<file path="config.mk">
export PLATFORM = sky130hd
export DESIGN_NAME = pnsr_queue
export DESIGN_NICKNAME = d
export VERILOG_FILES = /design/src/rtl/pnsr_pkg.sv /design/src/rtl/pnsr_queue.sv
export SDC_FILE = /design/constraint.sdc
export NUM_CORES = 1
export LEC_CHECK = 0
export ABC_AREA = 1
export BUFFER_PORTS_ARGS = -buffer_cell sky130_fd_sc_hd__buf_2
export CORE_UTILIZATION = 61
export DETAILED_ROUTE_END_ITERATION = 12
export GPL_TIMING_DRIVEN = 0
export PLACE_DENSITY = 0.9
export SYNTH_ARGS = -nofsm -noshare
export SYNTH_HDL_FRONTEND = slang
export SYNTH_SLANG_ARGS = --single-unit
</file>
<file path="constraint.sdc">
create_clock -name clock -period 3.3 [get_ports clock]
set_input_delay 0.66 -clock clock [delete_from_list [all_inputs] [get_ports clock]]
set_output_delay 0.66 -clock clock [all_outputs]
set_load 0.005 [all_outputs]
</file>
<file path="src/rtl/pnsr_pkg.sv">
// shared types, codes and raster function for the packed nibble span raster engine
package pnsr_pkg;

   localparam int ROW_W = 8;
   localparam int COL_W = 9;
   localparam int BYTE_IDX_W = COL_W - 1;
   localparam int MAX_ROWS = 1 << ROW_W;

   localparam int QUEUE_PTR_W = 2;
   localparam int QUEUE_DEPTH = 1 << QUEUE_PTR_W;

   localparam logic [7:0] NIB_HI_MASK = 8'hF0;
   localparam logic [7:0] NIB_LO_MASK = 8'h0F;

   localparam logic KIND_PAINT = 1'b0;
   localparam logic KIND_READ  = 1'b1;

   typedef enum logic [2:0] {
      MODE_SET    = 3'd0,
      MODE_OR     = 3'd1,
      MODE_ORNOT  = 3'd2,
      MODE_AND    = 3'd3,
      MODE_ANDNOT = 3'd4,
      MODE_XOR    = 3'd5,
      MODE_INVERT = 3'd6,
      MODE_NOOP   = 3'd7
   } raster_mode_type;

   typedef enum logic [1:0] {
      OP_NONE  = 2'd0,
      OP_PAINT = 2'd1,
      OP_READ  = 2'd2
   } cmd_op_type;

   typedef struct packed {
      cmd_op_type            op;
      logic                  was_read;
      logic [ROW_W-1:0]      row;
      logic [BYTE_IDX_W-1:0] byte_first;
      logic [BYTE_IDX_W-1:0] byte_last;
      logic [1:0]            mask_first;  // {high nibble, low nibble}
      logic [1:0]            mask_last;
      logic                  nib_lo;
      logic [3:0]            color;
      raster_mode_type       mode;
   } pnsr_cmd_type;

   function automatic logic [3:0] raster_nib(raster_mode_type m, logic [3:0] old,
                                             logic [3:0] c);
      logic [3:0] r;
      case (m)
         MODE_SET:    r = c;
         MODE_OR:     r = old | c;
         MODE_ORNOT:  r = old | ~c;
         MODE_AND:    r = old & c;
         MODE_ANDNOT: r = old & ~c;
         MODE_XOR:    r = old ^ c;
         MODE_INVERT: r = old ^ NIB_LO_MASK[3:0];
         default:     r = old;
      endcase
      return r;
   endfunction

endpackage

</file>
<file path="src/rtl/pnsr_queue.sv">
// small command queue between front end and span engine
module pnsr_queue (
   input  logic                   clock,
   input  logic                   reset,
   input  logic                   push,
   input  pnsr_pkg::pnsr_cmd_type din,
   output logic                   full,
   input  logic                   pop,
   output pnsr_pkg::pnsr_cmd_type dout,
   output logic                   empty
);
   import pnsr_pkg::*;

   pnsr_cmd_type           slots [QUEUE_DEPTH];
   logic [QUEUE_PTR_W-1:0] wr_ptr_ff, wr_ptr_in;
   logic [QUEUE_PTR_W-1:0] rd_ptr_ff, rd_ptr_in;
   logic [QUEUE_PTR_W:0]   cnt_ff, cnt_in;

   assign full  = cnt_ff == (QUEUE_PTR_W + 1)'(QUEUE_DEPTH);
   assign empty = cnt_ff == '0;
   assign dout  = slots[rd_ptr_ff];

   always_comb begin
      wr_ptr_in = push ? wr_ptr_ff + 1'b1 : wr_ptr_ff;
      rd_ptr_in = pop  ? rd_ptr_ff + 1'b1 : rd_ptr_ff;
      cnt_in    = cnt_ff;
      if (push && !pop) begin
         cnt_in = cnt_ff + 1'b1;
      end else if (pop && !push) begin
         cnt_in = cnt_ff - 1'b1;
      end
   end

   always_ff @(posedge clock) begin
      if (reset) begin
         wr_ptr_ff <= '0;
         rd_ptr_ff <= '0;
         cnt_ff    <= '0;
      end else begin
         wr_ptr_ff <= wr_ptr_in;
         rd_ptr_ff <= rd_ptr_in;
         cnt_ff    <= cnt_in;
      end
   end

   always_ff @(posedge clock) begin
      if (push) begin
         slots[wr_ptr_ff] <= din;
      end
   end

endmodule

</file>
==> impl_metrics.ini <==
[clock_network]
clk_pin_slew_worst_paths_ns = 0.06
clock_sinks = 165
cts.htree.levels = 4
post-cts-setup-buffers = 0
cts_hold_buf = 0
cts-resized-gates = 0
cts_root_buffer = clkbuf_8
cts_tree = built
clockBufferDepth = 2
numCtsBuffers = 17
worstSkewPairLatency_ns = 0.53

[setup_path]
cp.arrival_ns = 1.91
worst-path-buf-inv = 2
crit_required_ns = 2.64
reg2regPathDepth = 4
startpoint_type = register
cp_max_fo = 10
crit_family = buffers and inverters
crit_type = register to primary output
cp-end-kind = primary output
crit_chain = clkbuf_1 -> o21ai_0 -> o22ai_1 -> buf_2
slowest_stage = dfxtp_1
critical_path_depth = 4
crit_path_max_incr_delay_ns = 0.42

[logic_synthesis]
synth_edf_count = 156
synth_cells = 436
synth_seq_cells = 165
ys.flop_type = edfxtp_1
synth_cell_types = 23
yosysWarnings = 0
ys_seq_area_share_pct = 78.1
synthArstFlopShare_pct = 0
synth_area_um2 = 6230
syn_avg_cell_area_um2 = 14.3
synth.net_count = 485

[layout]
area_growth_pct = 19.9
nets = 590
finalNonFillerCells = 688
drive_gt1_share_pct = 25.6

[die]
io_pins = 84
die_y_um = 103
initial_core_util_pct = 63.5
die-area_um2 = 10600
dieWidth_um = 103
num_rows = 36
fp.coreArea_um2 = 9820

[global_routing]
grt_overflow = 0
grt_pass1_vias = 4133
grt_pass1_wl_um = 19600
antenna_found_initial = 1
track_usage_pct = 26.2
grt_max_degree = 40

[place]
place.gp.congestion = 0.724
dpl.cell_count = 655
hpwl_um = 7690
port_buffers = 83

[timing]
final.setup_skew_ns = 0.00698
worst_pin_slew_ns = 0.922
slew_headroom_pct = 38.4
fmax_ghz = 0.389
rsz0062_at_grt = false
fin_crit_sh_pct = 77.9
setup_tns_ns = 0
slew_viol_final = 0
hold_viol_final = 0
period_minus_slack_ns = 2.57
setup_violations = 0

[pwr]
p_leak_nw = 2.73
pwr_density_cell_nw_per_um2 = 641
vdd_drop_max_uv = 423

[routing]
totalWireLength_um = 13100
drt_iter0_drc = 234
vias = 4033
final_antenna_net_count = 0
drc = 0
first_pass_iters = 5
vias_per_cell = 5.86
drt-wirelength-per-cell_um = 19.1

[outcome]
status = finished, final reports clean

[flow_run]
cap_viol_max_count = 0

[hold_path]
hold_path.class = input port to register
hold_path_depth = 2
path summary, 6_finish.rpt:
kind / start / to / slack [ns]
setup / recovery: register / dout[3] / 0.73
hold / removal: reset / cnt_ff[0]$_SDFFE_PP0P_ / 0.31
setup reg to reg: wr_ptr_ff[1]$_SDFFE_PP0P_ / slots[1][24]$_DFFE_PP_ / 1.57
hold reg to reg: rd_ptr_ff[1]$_SDFFE_PP0P_ / register / 0.45
worst reg2reg max path: stages, from the launching register on:
cell     delay [ns]
dfxtp_1        0.32
inv_1          0.11
ha_1           0.16
nand2_1        0.06
inv_2          0.66
synthesized netlist by cell type, types with 4 or more instances:
cell type | instances | area [um^2]
edfxtp_1 | 156 | 4680
nand2_1 | 9 | 33.8
o21ai_0 | 81 | 405
ha_1 | 5 | 62.6
o22ai_1 | 39 | 244
inv_1 | 15 | 56.3
clkbuf_1 | 4 | 15.0
nor2_1 | 84 | 315
buf_6 | 6 | 67.6
dfxtp_1 | 9 | 180
buf_2 | 9 | 45.0
layer usage:
metal,global-route usage (%),up-vias,routed length (um)
li1,-,1830,-
met1,29.8,1963,4880
met2,45.1,224,7020
met3,8.34,16,1090
met4,12.2,0,140
met5,0,-,0
cells in the final DEF, fill, tap and decap left out, drive strengths merged:
cell type / n
edfxtp: 156
o22ai: 39
a21oi: 3
nor2: 84
xor2: 1
buf: 102
dfxtp: 9
ha: 5
bufinv: 3
clkinvlp: 3
nand2: 9
diode: 1
inv: 18
fa: 1
nand4: 1
nor3: 2
nand3: 1
clkbuf: 30
clkinv: 4
o21ai: 83
area by class of cell:
class / count / area [um^2]
timing repair buffer: 86 / 483
clock buffer: 21 / 439
clock inverter: 11 / 151
buffer: 25 / 165
inverter: 17 / 66.3
antenna: 1 / 2.50
tap: 133 / 166
sequential: 165 / 4860
multi-input combinational: 229 / 1140
fill: 583 / 2340
flip-flops by register name, indices dropped and copies added (netlist names), named ones only:
| register | count |
|---|---|
| rd_ptr_ff | 2 |
| cnt_ff | 3 |
| slots | 156 |
| wr_ptr_ff | 2 |
cells by family (layout without fill, tap and decap cells):
| kind of cell | Yosys count | count (layout) | share of synthesized area, % |
|---|---|---|---|
| flip-flops | 165 | 165 | 78.1 |
| AO/OA/AOI/OAI | 125 | 125 | 10.8 |
| AND/OR/NAND/NOR | 97 | 97 | 5.94 |
| buffers and inverters | 42 | 160 | 3.71 |
| adder cells (fa/ha/maj) | 6 | 6 | 1.33 |
| XOR/XNOR | 1 | 1 | 0.141 |
| other | 0 | 1 | 0 |
through the flow:
stage                     cell area, um^2  setup WS, ns  util [%]  hold slack [ns]  total power, mW
after CTS                            7470         0.731      76.1            0.292             4.80
after global placement               6810         0.750      69.4            0.431             2.85
final                                7470         0.729      76.1            0.312             4.79
after global routing                 7470         0.593      76.1            0.288             4.94
after floorplan                      6230          1.45         -            0.412             2.68
after detailed placement             6880          1.30      70.1            0.446             2.88
report_power, final:
group | leakage [nW] | switching [mW] | internal [mW]
Sequential | 1.51 | 0.0295 | 2.39
Combinational | 0.941 | 0.267 | 0.160
Clock | 0.280 | 0.765 | 1.18
Power figures use the tool's default switching activity.
